File: config.mk
export PLATFORM = sky130hd
export DESIGN_NAME = twelve_hour_clock_with_alarms
export DESIGN_NICKNAME = d
export VERILOG_FILES = /design/src/hdl/thc_pkg.sv /design/src/hdl/twelve_hour_clock_with_alarms.sv /design/src/hdl/thc_timekeeper.sv /design/src/hdl/thc_alarm_match.sv
export SDC_FILE = /design/constraint.sdc
export NUM_CORES = 1
export LEC_CHECK = 0
export BUFFER_PORTS_ARGS = -buffer_cell sky130_fd_sc_hd__buf_2
export CAP_MARGIN = 20
export CORE_ASPECT_RATIO = 0.6
export CORE_MARGIN = 1.5
export CORE_UTILIZATION = 40
export DETAILED_ROUTE_END_ITERATION = 12
export GPL_TIMING_DRIVEN = 0
export PLACE_DENSITY = 0.53
export SLEW_MARGIN = 15
export SYNTH_ARGS = -nofsm -noshare
export SYNTH_HDL_FRONTEND = slang
export SYNTH_SLANG_ARGS = --single-unit
File: constraint.sdc
create_clock -name i_clk -period 5.28 [get_ports i_clk]
set_clock_uncertainty 0.1 [all_clocks]
set_input_delay 0.264 -clock i_clk [delete_from_list [all_inputs] [get_ports i_clk]]
set_output_delay 0.264 -clock i_clk [all_outputs]
set_load 0.005 [all_outputs]
File: src/hdl/thc_pkg.sv
//------------------------------------------------------------------------------
// thc_pkg
// Shared types and constants for the twelve-hour clock with alarm compare.
//------------------------------------------------------------------------------
`default_nettype none

package thc_pkg;

    // Item opcodes; code 3 is unused and only reports the state
    typedef enum logic [1:0] {
        OP_TICK = 2'd0,
        OP_SET  = 2'd1,
        OP_TAP  = 2'd2
    } t_opcode;

    localparam int OPCODE_WIDTH = 2;
    localparam int HOUR_WIDTH   = 4;
    localparam int MINSEC_WIDTH = 6;
    localparam int ALARM_REGS   = 4;
    localparam int ALARM_WIDTH  = 12;
    localparam int TPS_WIDTH    = 10;
    localparam int CFG_IDX_WIDTH = 3;
    localparam int CFG_DATA_WIDTH = ALARM_WIDTH;

    // Register indexes: alarms occupy 0 .. ALARM_REGS-1
    localparam logic [CFG_IDX_WIDTH-1:0] CFG_TPS = 3'd4;

    localparam logic [TPS_WIDTH-1:0]    TPS_RESET   = 10'd1000;
    localparam logic [HOUR_WIDTH-1:0]   HOUR_LAST   = 4'd12;
    localparam logic [HOUR_WIDTH-1:0]   HOUR_FIRST  = 4'd1;
    localparam logic [HOUR_WIDTH-1:0]   HOUR_PM_FLIP = 4'd11;
    localparam logic [MINSEC_WIDTH-1:0] MINSEC_LAST = 6'd59;

    typedef struct packed {
        logic [HOUR_WIDTH-1:0]   hour;
        logic [MINSEC_WIDTH-1:0] minute;
        logic [MINSEC_WIDTH-1:0] second;
        logic                    pm;
    } t_time;

    // Packed alarm register layout, MSB first
    typedef struct packed {
        logic                    enable;
        logic                    pm;
        logic [MINSEC_WIDTH-1:0] minute;
        logic [HOUR_WIDTH-1:0]   hour;
    } t_alarm;

    typedef struct packed {
        logic                      we;
        logic [CFG_IDX_WIDTH-1:0]  index;
        logic [CFG_DATA_WIDTH-1:0] data;
    } t_cfg_wr;

endpackage : thc_pkg

`default_nettype wire

File: src/hdl/twelve_hour_clock_with_alarms.sv
//------------------------------------------------------------------------------
// twelve_hour_clock_with_alarms
// Twelve-hour time of day driven by tick items, with four alarm compares.
//------------------------------------------------------------------------------
// Accepts one item per clock when o_stall is low and returns one result per
// item: the item is captured in an input register, then the counter update,
// alarm compare and ringing flag are done in a single pass into the result
// register, where the clock state commits as well. The result register and
// input register form a two-deep queue, so a new item is taken while a
// finished result waits for the downstream side.
// Registers: index 0-3 alarms (bits 3:0 hour, 9:4 minute, 10 pm, 11 enable),
// index 4 ticks per second. Write them only while the block is idle.
//------------------------------------------------------------------------------
`default_nettype none

module twelve_hour_clock_with_alarms
    import thc_pkg::*;
#(
    parameter int TICK_WIDTH  = 10,
    parameter int ALARM_COUNT = 4
) (
    input  wire logic                      i_clk,
    input  wire logic                      i_rst_n,
    // configuration
    input  wire logic                      i_cfg_we,
    input  wire logic [CFG_IDX_WIDTH-1:0]  i_cfg_index,
    input  wire logic [CFG_DATA_WIDTH-1:0] i_cfg_data,
    // item in
    input  wire logic                      i_valid,
    output logic                           o_stall,
    input  wire logic [OPCODE_WIDTH-1:0]   i_opcode,
    input  wire logic [HOUR_WIDTH-1:0]     i_set_hour,
    input  wire logic [MINSEC_WIDTH-1:0]   i_set_minute,
    input  wire logic [MINSEC_WIDTH-1:0]   i_set_second,
    input  wire logic                      i_set_pm,
    input  wire logic                      i_tap_stop_mode,
    // result out
    output logic                           o_valid,
    input  wire logic                      i_stall,
    output logic [HOUR_WIDTH-1:0]          o_hours,
    output logic [MINSEC_WIDTH-1:0]        o_minutes,
    output logic [MINSEC_WIDTH-1:0]        o_seconds,
    output logic                           o_is_pm,
    output logic                           o_ringing,
    output logic [ALARM_REGS-1:0]          o_match_mask
);

    t_cfg_wr cfg;

    logic                    r_in_valid;
    logic [OPCODE_WIDTH-1:0] r_opcode;
    logic [HOUR_WIDTH-1:0]   r_set_hour;
    logic [MINSEC_WIDTH-1:0] r_set_minute;
    logic [MINSEC_WIDTH-1:0] r_set_second;
    logic                    r_set_pm;
    logic                    r_tap_stop_mode;

    logic                    r_out_valid;
    t_time                   r_out_time;
    logic [ALARM_REGS-1:0]   r_out_mask;
    logic                    r_ring, n_ring;

    logic                    out_free;
    logic                    adv;
    logic                    in_accept;
    t_time                   next_time;
    logic [ALARM_REGS-1:0]   next_mask;

    assign cfg = '{we: i_cfg_we, index: i_cfg_index, data: i_cfg_data};

    assign out_free  = !r_out_valid || !i_stall;
    assign adv       = r_in_valid && out_free;
    assign o_stall   = r_in_valid && !out_free;
    assign in_accept = i_valid && !o_stall;

    thc_timekeeper #(
        .TICK_WIDTH (TICK_WIDTH)
    ) u_timekeeper (
        .i_clk        (i_clk),
        .i_rst_n      (i_rst_n),
        .i_cfg        (cfg),
        .i_adv        (adv),
        .i_op         (r_opcode),
        .i_set_hour   (r_set_hour),
        .i_set_minute (r_set_minute),
        .i_set_second (r_set_second),
        .i_set_pm     (r_set_pm),
        .o_next       (next_time)
    );

    thc_alarm_match #(
        .ALARM_COUNT (ALARM_COUNT)
    ) u_alarm_match (
        .i_clk   (i_clk),
        .i_rst_n (i_rst_n),
        .i_cfg   (cfg),
        .i_time  (next_time),
        .o_mask  (next_mask)
    );

    // ringing is raised only by ticks; a tap clears it only in tap-stop mode
    always_comb begin
        n_ring = r_ring;
        if ((r_opcode == OP_TICK) && (|next_mask)) begin
            n_ring = 1'b1;
        end else if ((r_opcode == OP_TAP) && r_tap_stop_mode) begin
            n_ring = 1'b0;
        end
    end

    always_ff @(posedge i_clk) begin
        if (!i_rst_n) begin
            r_in_valid  <= 1'b0;
            r_out_valid <= 1'b0;
            r_ring      <= 1'b0;
        end else begin
            if (in_accept) begin
                r_in_valid <= 1'b1;
            end else if (adv) begin
                r_in_valid <= 1'b0;
            end
            if (adv) begin
                r_out_valid <= 1'b1;
                r_ring      <= n_ring;
            end else if (!i_stall) begin
                r_out_valid <= 1'b0;
            end
        end
    end

    always_ff @(posedge i_clk) begin
        if (in_accept) begin
            r_opcode        <= i_opcode;
            r_set_hour      <= i_set_hour;
            r_set_minute    <= i_set_minute;
            r_set_second    <= i_set_second;
            r_set_pm        <= i_set_pm;
            r_tap_stop_mode <= i_tap_stop_mode;
        end
        if (adv) begin
            r_out_time <= next_time;
            r_out_mask <= next_mask;
        end
    end

    assign o_valid      = r_out_valid;
    assign o_hours      = r_out_time.hour;
    assign o_minutes    = r_out_time.minute;
    assign o_seconds    = r_out_time.second;
    assign o_is_pm      = r_out_time.pm;
    assign o_ringing    = r_ring;
    assign o_match_mask = r_out_mask;

endmodule : twelve_hour_clock_with_alarms

`default_nettype wire

File: src/hdl/thc_timekeeper.sv
//------------------------------------------------------------------------------
// thc_timekeeper
// Tick divider and hour/minute/second/AM-PM counters. Presents the time that
// results from the current item; the state commits when the item advances.
//------------------------------------------------------------------------------
`default_nettype none

module thc_timekeeper
    import thc_pkg::*;
#(
    parameter int TICK_WIDTH = 10
) (
    input  wire logic                    i_clk,
    input  wire logic                    i_rst_n,
    input  wire t_cfg_wr                 i_cfg,
    input  wire logic                    i_adv,
    input  wire logic [OPCODE_WIDTH-1:0] i_op,
    input  wire logic [HOUR_WIDTH-1:0]   i_set_hour,
    input  wire logic [MINSEC_WIDTH-1:0] i_set_minute,
    input  wire logic [MINSEC_WIDTH-1:0] i_set_second,
    input  wire logic                    i_set_pm,
    output t_time                        o_next
);

    localparam int CMP_W = (TICK_WIDTH > TPS_WIDTH) ? TICK_WIDTH : TPS_WIDTH;

    logic [TICK_WIDTH-1:0] r_tick, n_tick;
    logic [TPS_WIDTH-1:0]  r_tps;
    t_time                 r_time, n_time;

    logic [TICK_WIDTH-1:0] tick_inc;
    logic                  tick_roll;
    logic                  sec_carry;
    logic                  min_carry;

    always_comb begin
        tick_inc  = r_tick + 1'b1;
        // counter saturation also rolls, so a lowered divisor recovers
        tick_roll = (r_tick == '1) || (CMP_W'(tick_inc) >= CMP_W'(r_tps));
        sec_carry = tick_roll && (r_time.second == MINSEC_LAST);
        min_carry = sec_carry && (r_time.minute == MINSEC_LAST);

        n_tick = r_tick;
        n_time = r_time;
        unique case (i_op)
            OP_TICK: begin
                n_tick = tick_roll ? '0 : tick_inc;
                if (tick_roll) begin
                    n_time.second = sec_carry ? '0 : r_time.second + 1'b1;
                end
                if (sec_carry) begin
                    n_time.minute = min_carry ? '0 : r_time.minute + 1'b1;
                end
                if (min_carry) begin
                    if (r_time.hour == HOUR_PM_FLIP) begin
                        n_time.pm = ~r_time.pm;
                    end
                    n_time.hour = (r_time.hour >= HOUR_LAST) ? HOUR_FIRST
                                                             : r_time.hour + 1'b1;
                end
            end
            OP_SET: begin
                n_tick = '0;
                n_time.hour = ((i_set_hour == '0) || (i_set_hour > HOUR_LAST))
                            ? HOUR_LAST : i_set_hour;
                n_time.minute = (i_set_minute > MINSEC_LAST) ? MINSEC_LAST
                                                             : i_set_minute;
                n_time.second = (i_set_second > MINSEC_LAST) ? MINSEC_LAST
                                                             : i_set_second;
                n_time.pm = i_set_pm;
            end
            default: begin
                // tap and unused code leave the time alone
            end
        endcase
    end

    assign o_next = n_time;

    always_ff @(posedge i_clk) begin
        if (!i_rst_n) begin
            r_tick        <= '0;
            r_tps         <= TPS_RESET;
            r_time.hour   <= HOUR_LAST;
            r_time.minute <= '0;
            r_time.second <= '0;
            r_time.pm     <= 1'b0;
        end else begin
            if (i_cfg.we && (i_cfg.index == CFG_TPS)) begin
                r_tps <= i_cfg.data[TPS_WIDTH-1:0];
            end
            if (i_adv) begin
                r_tick <= n_tick;
                r_time <= n_time;
            end
        end
    end

endmodule : thc_timekeeper

`default_nettype wire

File: src/hdl/thc_alarm_match.sv
//------------------------------------------------------------------------------
// thc_alarm_match
// Alarm registers and per-alarm compare of hour, minute and half-day.
//------------------------------------------------------------------------------
`default_nettype none

module thc_alarm_match
    import thc_pkg::*;
#(
    parameter int ALARM_COUNT = 4
) (
    input  wire logic                  i_clk,
    input  wire logic                  i_rst_n,
    input  wire t_cfg_wr               i_cfg,
    input  wire t_time                 i_time,
    output logic [ALARM_REGS-1:0]      o_mask
);

    t_alarm r_alarm [ALARM_REGS];

    always_comb begin
        for (int i = 0; i < ALARM_REGS; i++) begin
            // seconds are not compared
            o_mask[i] = (i < ALARM_COUNT) && r_alarm[i].enable
                     && (r_alarm[i].hour   == i_time.hour)
                     && (r_alarm[i].minute == i_time.minute)
                     && (r_alarm[i].pm     == i_time.pm);
        end
    end

    always_ff @(posedge i_clk) begin
        if (!i_rst_n) begin
            for (int i = 0; i < ALARM_REGS; i++) begin
                r_alarm[i] <= '0;
            end
        end else if (i_cfg.we && (32'(i_cfg.index) < ALARM_REGS)) begin
            r_alarm[i_cfg.index[1:0]] <= t_alarm'(i_cfg.data);
        end
    end

endmodule : thc_alarm_match

`default_nettype wire
== Yosys cells after proc, flatten, opt, wreduce, memory -nomap -nowiden ==
Memories as Yosys holds them, arrays and structs flattened.
Index checks and enable logic that the tools add are counted.
Cells by class
  reductions and logical operators: 37
  mux-type cells: 27
  $lt $le $gt $ge: 6
  add/sub/neg operators: 4
  equality and inequality tests: 20
  bitwise gates (word level): 1
Operators by type and width (count)
  $mux W6: 6
  $pmux W17 S2: 1
  $eq A6 B6 Y1: 4
  $logic_and A1 B1 Y1: 21
  $pmux W10 S2: 1
  $eq A4 B4 Y1: 4
  $mux W1: 13
  $add A6 B1 Y6 const B: 2
  $eq A6 B6 Y1 const B: 2
  $gt A6 B6 Y1 const B: 2
  $mux W12: 1
  $mux W4: 3
  $reduce_or A12 Y1: 1
  $add A10 B1 Y10 const B: 1
  $eq A10 B10 Y1 const B: 1
  $ge A10 B10 Y1: 1
  $mux W10: 1
  $reduce_bool A2 Y1: 3
  $add A4 B1 Y4 const B: 1
  $eq A1 B1 Y1: 4
  $eq A4 B4 Y1 const B: 1
  $ge A4 B4 Y1 const B: 1
  $gt A4 B4 Y1 const B: 1
  $logic_not A1 Y1: 4
  12 further kinds: 15
Storage, ports and cells
  memories kept: 1
  word-level logic and storage cells: 116
  flip-flop bits (word level): 81
  input port bits: 40
  memory bits (writable): 48
  output and inout bits: 24
Memory list
  u_alarm_match.r_alarm: words 4, bits a word 12, rd ports 4, clocked after Yosys merged registers in 0, write ports 4, RTL line thc_alarm_match.sv:19  | t_alarm r_alarm [ALARM_REGS];

== Longest topological paths before layout ==
  depth in word-level cells: 16
  gate-level depth with buffers: 18
  mapped depth without buffers: 17

== Hierarchy ==
From an unflattened synthesis, not the netlist that was laid out.
Unflattened totals
  cells, all modules: 648
  area, all modules: 6727.7 um^2
Modules (own cells, without submodules)
  thc_timekeeper: area an instance 2942.8 um^2, sequential area each 740.7 um^2, times used 1, cells each 411
  thc_alarm_match: area an instance 2397.3 um^2, sequential area each 1441.4 um^2, times used 1, cells each 181
  twelve_hour_clock_with_alarms: area an instance 1387.6 um^2, sequential area each 1291.2 um^2, times used 1, cells each 56

== Worst setup path after synthesis ==
No wires, ideal clock.
  path type: reg-to-reg
  from: register u_timekeeper.r_tick[0]
  to: register r_ring, in the netlist o_ringing
  data arrival time: 3.594 ns
  stages on the path, launching flop included: 19
  clock period less this slack: 3.813 ns
  path slack: 1.467 ns
  required time: 5.062 ns
  buffers on the path: 1
  library setup time: 0.118 ns
  cell sequence: dfxtp_1 > ha_1 > nand3_2 > nor2_2 > nand4_1 > xnor2_1 > ha_1 > a21oi_1 > nand2_1 > a221o_2 > o31ai_2 > nor3b_2 > and4b_1 > a211o_1 > buf_2 > xor2_1 > nor4_4 > nor4_2 > o21ai_2
RTL lines
  start: declaration: RTL line thc_timekeeper.sv:27  | logic [TICK_WIDTH-1:0] r_tick, n_tick;
  start signal: assignment: RTL line thc_timekeeper.sv:93  | r_tick <= n_tick;
  end signal: assignment: RTL line twelve_hour_clock_with_alarms.sv:124  | r_ring <= n_ring;
  end: declaration: RTL line twelve_hour_clock_with_alarms.sv:61  | logic r_ring, n_ring;

== Final worst setup path ==
  from: register u_timekeeper.r_tick[0]
  to: register r_ring, in the netlist o_ringing
On the way
  word-level cells in the longest chain between the ends: 15
  elaborated cells between the ends (all ways): 40
  classes of those cells: add/sub (1); order compare (1); eq/ne (13); mux (6); reduce/logical (19)
RTL lines
  $add A10 B1 Y10: RTL line thc_timekeeper.sv:37  | tick_inc = r_tick + 1'b1;
  $ge A10 B10 Y1: RTL line thc_timekeeper.sv:39  | tick_roll = (r_tick == '1) || (CMP_W'(tick_inc) >= CMP_W'(r_tps));
  $logic_or A1 B1 Y1 (*): RTL line thc_timekeeper.sv:39
  $logic_and A1 B1 Y1 (*): RTL line thc_timekeeper.sv:40  | sec_carry = tick_roll && (r_time.second == MINSEC_LAST);
  $logic_and A1 B1 Y1: RTL line thc_timekeeper.sv:41  | min_carry = sec_carry && (r_time.minute == MINSEC_LAST);
  $mux W6 or $mux W4 (tied branches): RTL line thc_timekeeper.sv:52, thc_timekeeper.sv:54
  $mux W6 or $pmux W17 S2 (tied branches): RTL line thc_timekeeper.sv:51, thc_timekeeper.sv:45
  $pmux W17 S2 (*): RTL line thc_timekeeper.sv:45  | unique case (i_op)
  $eq A6 B6 Y1 or $logic_and A1 B1 Y1 (tied branches): RTL line thc_alarm_match.sv:26, thc_alarm_match.sv:25
  $logic_and A1 B1 Y1: RTL line thc_alarm_match.sv:26  | && (r_alarm[i].minute == i_time.minute)
  $logic_and A1 B1 Y1 (*): RTL line thc_alarm_match.sv:27  | && (r_alarm[i].pm == i_time.pm);
  via next_mask[0]: RTL line twelve_hour_clock_with_alarms.sv:67  | logic [ALARM_REGS-1:0] next_mask;
  $reduce_or A4 Y1 (*): RTL line twelve_hour_clock_with_alarms.sv:104  | if ((r_opcode == OP_TICK) && (|next_mask)) begin
  $logic_and A1 B1 Y1 (*): RTL line twelve_hour_clock_with_alarms.sv:104
  $reduce_bool A2 Y1 (no source line)
  $reduce_and A2 Y1 (no source line)
The timed path passes the listed nets; every way through them passes the cells marked *.
A chain may end at the register's enable or synchronous reset.

==> qor.txt <==
Status: finished, final reports clean
Number of fill cells: 1584
Headroom to the max-slew limit: 0.2972
Latest clock arrival within the worst-skew pair: 0.43 ns
Number of enable-type register cells in the synthesized netlist: 89
Final instance area: 8534 um2
Net switching power of the design: 711.4 uW
Final Instance Count excl. Fillers: 1082
Final global-route overflow total: 0
Ports: 64
Row count: 37
Ys Warns: 0
Via Count: 6054
Category of the worst setup path launch point: flop
Number of antenna violations at the first check in global routing: 0
Share of the yosys chip area belonging to registers: 0.4973
Share of async-settable or async-resettable flops after synthesis: 0
Floorplan die height: 105.4 um
DPL Wire Length: 16170 um
First-pass GRT wire length: 33530 um
Distinct cell type count of the synthesized netlist: 82
Cell area after technology mapping: 6984 um2
RSZ-0062 raised after global routing: false
DP Area: 7665 um2
Number of DRC violations after detailed-routing iteration 0: 633
Count of H-tree levels built during CTS: 4
Required time worst endpoint: 5.48 ns
Worst hold path class: input pin to flop
CTS tree: done
Average footprint of a synthesized cell: 9.714 um2
Switching Fraction: 0.2665
Instance count after placement with tap cells included: 1022
Leak: 3.151 nW
Die outline width: 173.6 um
Library cell with the highest instance count after synthesis: sky130_fd_sc_hd__nand2_1
Root Buffer Master: sky130_fd_sc_hd__clkbuf_16
Full die area: 18290 um2
Setup TNS: 0 ns
Effective utilization at floorplan: 0.4077
Final critical delay including setup and external delays: 4.935 ns
Peak-usage layer in the global routing report: met1
Internal power consumption: 1.958 mW
Synth top area share: 0.3827
Top cells by area, synth: sky130_fd_sc_hd__edfxtp_1, sky130_fd_sc_hd__dfxtp_1, sky130_fd_sc_hd__nand2_1, sky130_fd_sc_hd__nor2_1, sky130_fd_sc_hd__xnor2_1
Endpoint kind of the worst setup timing path: flop
Worst-Margin Slew: 1.046 ns
Largest net degree at the start of global routing: 27
Avg WL per Cell: 20.03 um
Total Routing Usage GR: 0.2449
Syn-to-layout area delta: 22.20%
Number of maximum-capacitance constraint violations: 0
Relative contribution of combinational cells to total power: 0.116
Initial DRT Pass Iterations: 5
Vias per cell: 5.595
DRT antenna net count: 0
Worst Setup Path Type: flop to flop
Number of nets in the layout: 889
Most common library cells after synthesis: sky130_fd_sc_hd__nand2_1, sky130_fd_sc_hd__nor2_1, sky130_fd_sc_hd__edfxtp_1, sky130_fd_sc_hd__dfxtp_1, sky130_fd_sc_hd__a21oi_1
Critical path fanouts, max: 6
Total clock buffers created by CTS: 17
Cell count after synthesis: 719
Remaining routing DRC violations: 0
Highest Clock Rate: 202.6 MHz
Fin. max-slew vios: 0
Buffers added on ports: 63
Diode insertion count for antenna repair: 0
GR Util met1: 0.3605
Ratio of final minimum period to clock period: 0.9346
Met3 Use GR: 0.07107
Area of the core region: 17130 um2
Peak supply drop: 0.2222 mV
Met2 GRT Util: 0.3508
#FFs+latches synth: 129
Part of the total power dissipated in sequential elements: 0.442
Number of setup violations in the final report: 0
Gpl congestion: 0.9278
Fraction of layout instances using a drive strength above 1: 0.1698
CTS max path bufs: 2
Post-synth net total: 773
Top flip-flop cell by instance count after synthesis: sky130_fd_sc_hd__edfxtp_1
Worst path arrival time: 5.13 ns
Power density of the placed cells: 312.8 nW/um2
Sinks on the clock net: 129
Total wirelength of the detailed-routed design: 21670 um
Cell accounting for the most synthesized area: sky130_fd_sc_hd__edfxtp_1
Clk pwr share: 0.442
Clk slew on worst S/H paths: 0.06 ns
Number of global-route vias before repair: 5794
Number of hold-slack violations in the final timing report: 0
per-stage QoR:
step | setup slack, ns | hold slack [ns] | util | power (mW)
finish | 0.3453 | 0.01860 | 0.4982 | 2.670
global route | 0.0002429 | 0.03256 | 0.4982 | 2.770
CTS | 0.2849 | 0.00002531 | 0.4967 | 2.681
detailed placement | 0.3233 | 0.3421 | 0.4475 | 1.488
global placement | 0.3843 | 0.3414 | 0.4432 | 1.476
floorplan | 1.467 | 0.2553 | - | 1.372
power by group through the flow:
stage	clock network, mW	logic (mW)	registers (mW)
after floorplan	0	0.183	1.19
after global placement	0	0.277	1.20
after detailed placement	0	0.288	1.20
after CTS	1.20	0.304	1.18
after global routing	1.25	0.337	1.19
final	1.18	0.310	1.18
path summary, 6_finish.rpt:
kind,slack (ns),from,cells past startpoint,endpoint
min reg2reg,0.36,u_timekeeper.r_tps[1],2,u_timekeeper.r_tps[1]
max reg2reg,0.35,u_timekeeper.r_tick[0],17,o_ringing
min,0.02,i_stall,3,o_valid
max,0.35,u_timekeeper.r_tick[0],17,o_ringing
timing repair:
| action | CTS | global route |
|---|---|---|
| hold buffers | 26 | 0 |
| gates resized for setup | 0 | 4 |
| setup endpoints to repair | 0 | 4 |
| endpoints found under the hold margin | 26 | 0 |
| setup buffers | 0 | 2 |
state kept, by name (all words and copies together) (netlist names), 6 cells and up:
register / count
u_alarm_match.r_alarm: 48
u_timekeeper.r_time: 17
o_minutes: 6
o_seconds: 6
u_timekeeper.r_tick: 10
r_set_minute: 6
r_set_second: 6
u_timekeeper.r_tps: 10
layout by cell type (no fill, tap or decap), types with 5 or more instances in the layout:
| master | instances |
|---|---|
| sky130_fd_sc_hd__xnor2_1 | 23 |
| sky130_fd_sc_hd__nand2_1 | 93 |
| sky130_fd_sc_hd__o22ai_1 | 6 |
| sky130_fd_sc_hd__edfxtp_1 | 89 |
| sky130_fd_sc_hd__o2111ai_1 | 5 |
| sky130_fd_sc_hd__dlygate4sd3_1 | 26 |
| sky130_fd_sc_hd__nand3b_1 | 5 |
| sky130_fd_sc_hd__a22oi_1 | 7 |
| sky130_fd_sc_hd__nand2b_1 | 9 |
| sky130_fd_sc_hd__buf_2 | 70 |
| sky130_fd_sc_hd__clkbuf_16 | 17 |
| sky130_fd_sc_hd__a211oi_1 | 9 |
| sky130_fd_sc_hd__nor2_1 | 92 |
| sky130_fd_sc_hd__xor2_1 | 9 |
| sky130_fd_sc_hd__a21oi_1 | 36 |
| sky130_fd_sc_hd__o21ai_1 | 8 |
| sky130_fd_sc_hd__ha_1 | 14 |
| sky130_fd_sc_hd__clkbuf_1 | 24 |
| sky130_fd_sc_hd__o21ai_0 | 22 |
| sky130_fd_sc_hd__nor2b_1 | 7 |
| sky130_fd_sc_hd__and3_1 | 6 |
| sky130_fd_sc_hd__inv_1 | 27 |
| sky130_fd_sc_hd__nand3_1 | 16 |
| sky130_fd_sc_hd__dfxtp_1 | 40 |
| sky130_fd_sc_hd__o211ai_1 | 7 |
| sky130_fd_sc_hd__a221o_1 | 5 |
| sky130_fd_sc_hd__a31oi_1 | 6 |
| sky130_fd_sc_hd__nor3_1 | 33 |
| sky130_fd_sc_hd__and2_1 | 8 |
| sky130_fd_sc_hd__nand4_1 | 12 |
| sky130_fd_sc_hd__buf_4 | 5 |
cells by family (layout without fill, tap and decap cells):
logic type	count (synthesis)	after routing	synth area share
muxes	5	5	0.007345
DFF	129	129	0.4973
and+or+nand+nor	321	321	0.2311
xor gates and xnor gates	32	32	0.04013
AOI/OAI and AO/OA	155	155	0.1628
buffers and inverters	63	192	0.03619
adders and majority gates	14	14	0.02508
critical path, cell delays in order, from the launching register on:
cell and delay, ns:
sky130_fd_sc_hd__dfxtp_1 0.40, sky130_fd_sc_hd__ha_1 0.27, sky130_fd_sc_hd__nand3_2 0.14, sky130_fd_sc_hd__nor2_2 0.19, sky130_fd_sc_hd__nand4_1 0.13, sky130_fd_sc_hd__xnor2_1 0.19
sky130_fd_sc_hd__ha_1 0.34, sky130_fd_sc_hd__nand4_1 0.10, sky130_fd_sc_hd__nor3_1 0.29, sky130_fd_sc_hd__a221o_2 0.31, sky130_fd_sc_hd__nor3_4 0.10, sky130_fd_sc_hd__nor3b_1 0.87
sky130_fd_sc_hd__a221oi_1 0.23, sky130_fd_sc_hd__o2111ai_1 0.16, sky130_fd_sc_hd__and4b_1 0.22, sky130_fd_sc_hd__and4_4 0.20, sky130_fd_sc_hd__nor4_2 0.48, sky130_fd_sc_hd__o21ai_2 0.07
area by class of cell:
| type | count | area (um2) | area share |
|---|---|---|---|
| Sequential cell | 129 | 3473 | 0.4070 |
| Multi-Input combinational cell | 527 | 3276 | 0.3838 |
| Timing Repair Buffer | 97 | 655.6 | 0.07682 |
| Clock buffer | 17 | 425.4 | 0.04985 |
| Tap cell | 234 | 292.8 | 0.03431 |
| Clock inverter | 15 | 157.7 | 0.01847 |
| Buffer | 34 | 145.1 | 0.01701 |
| Inverter | 29 | 108.9 | 0.01275 |
routing by layer:
layer / wire length, um / part of all wire
met3: 1794 / 0.083
met5: 0 / 0
met1: 10550 / 0.49
met4: 199 / 0.0092
met2: 9129 / 0.42
(Power assumes the default switching activity.)
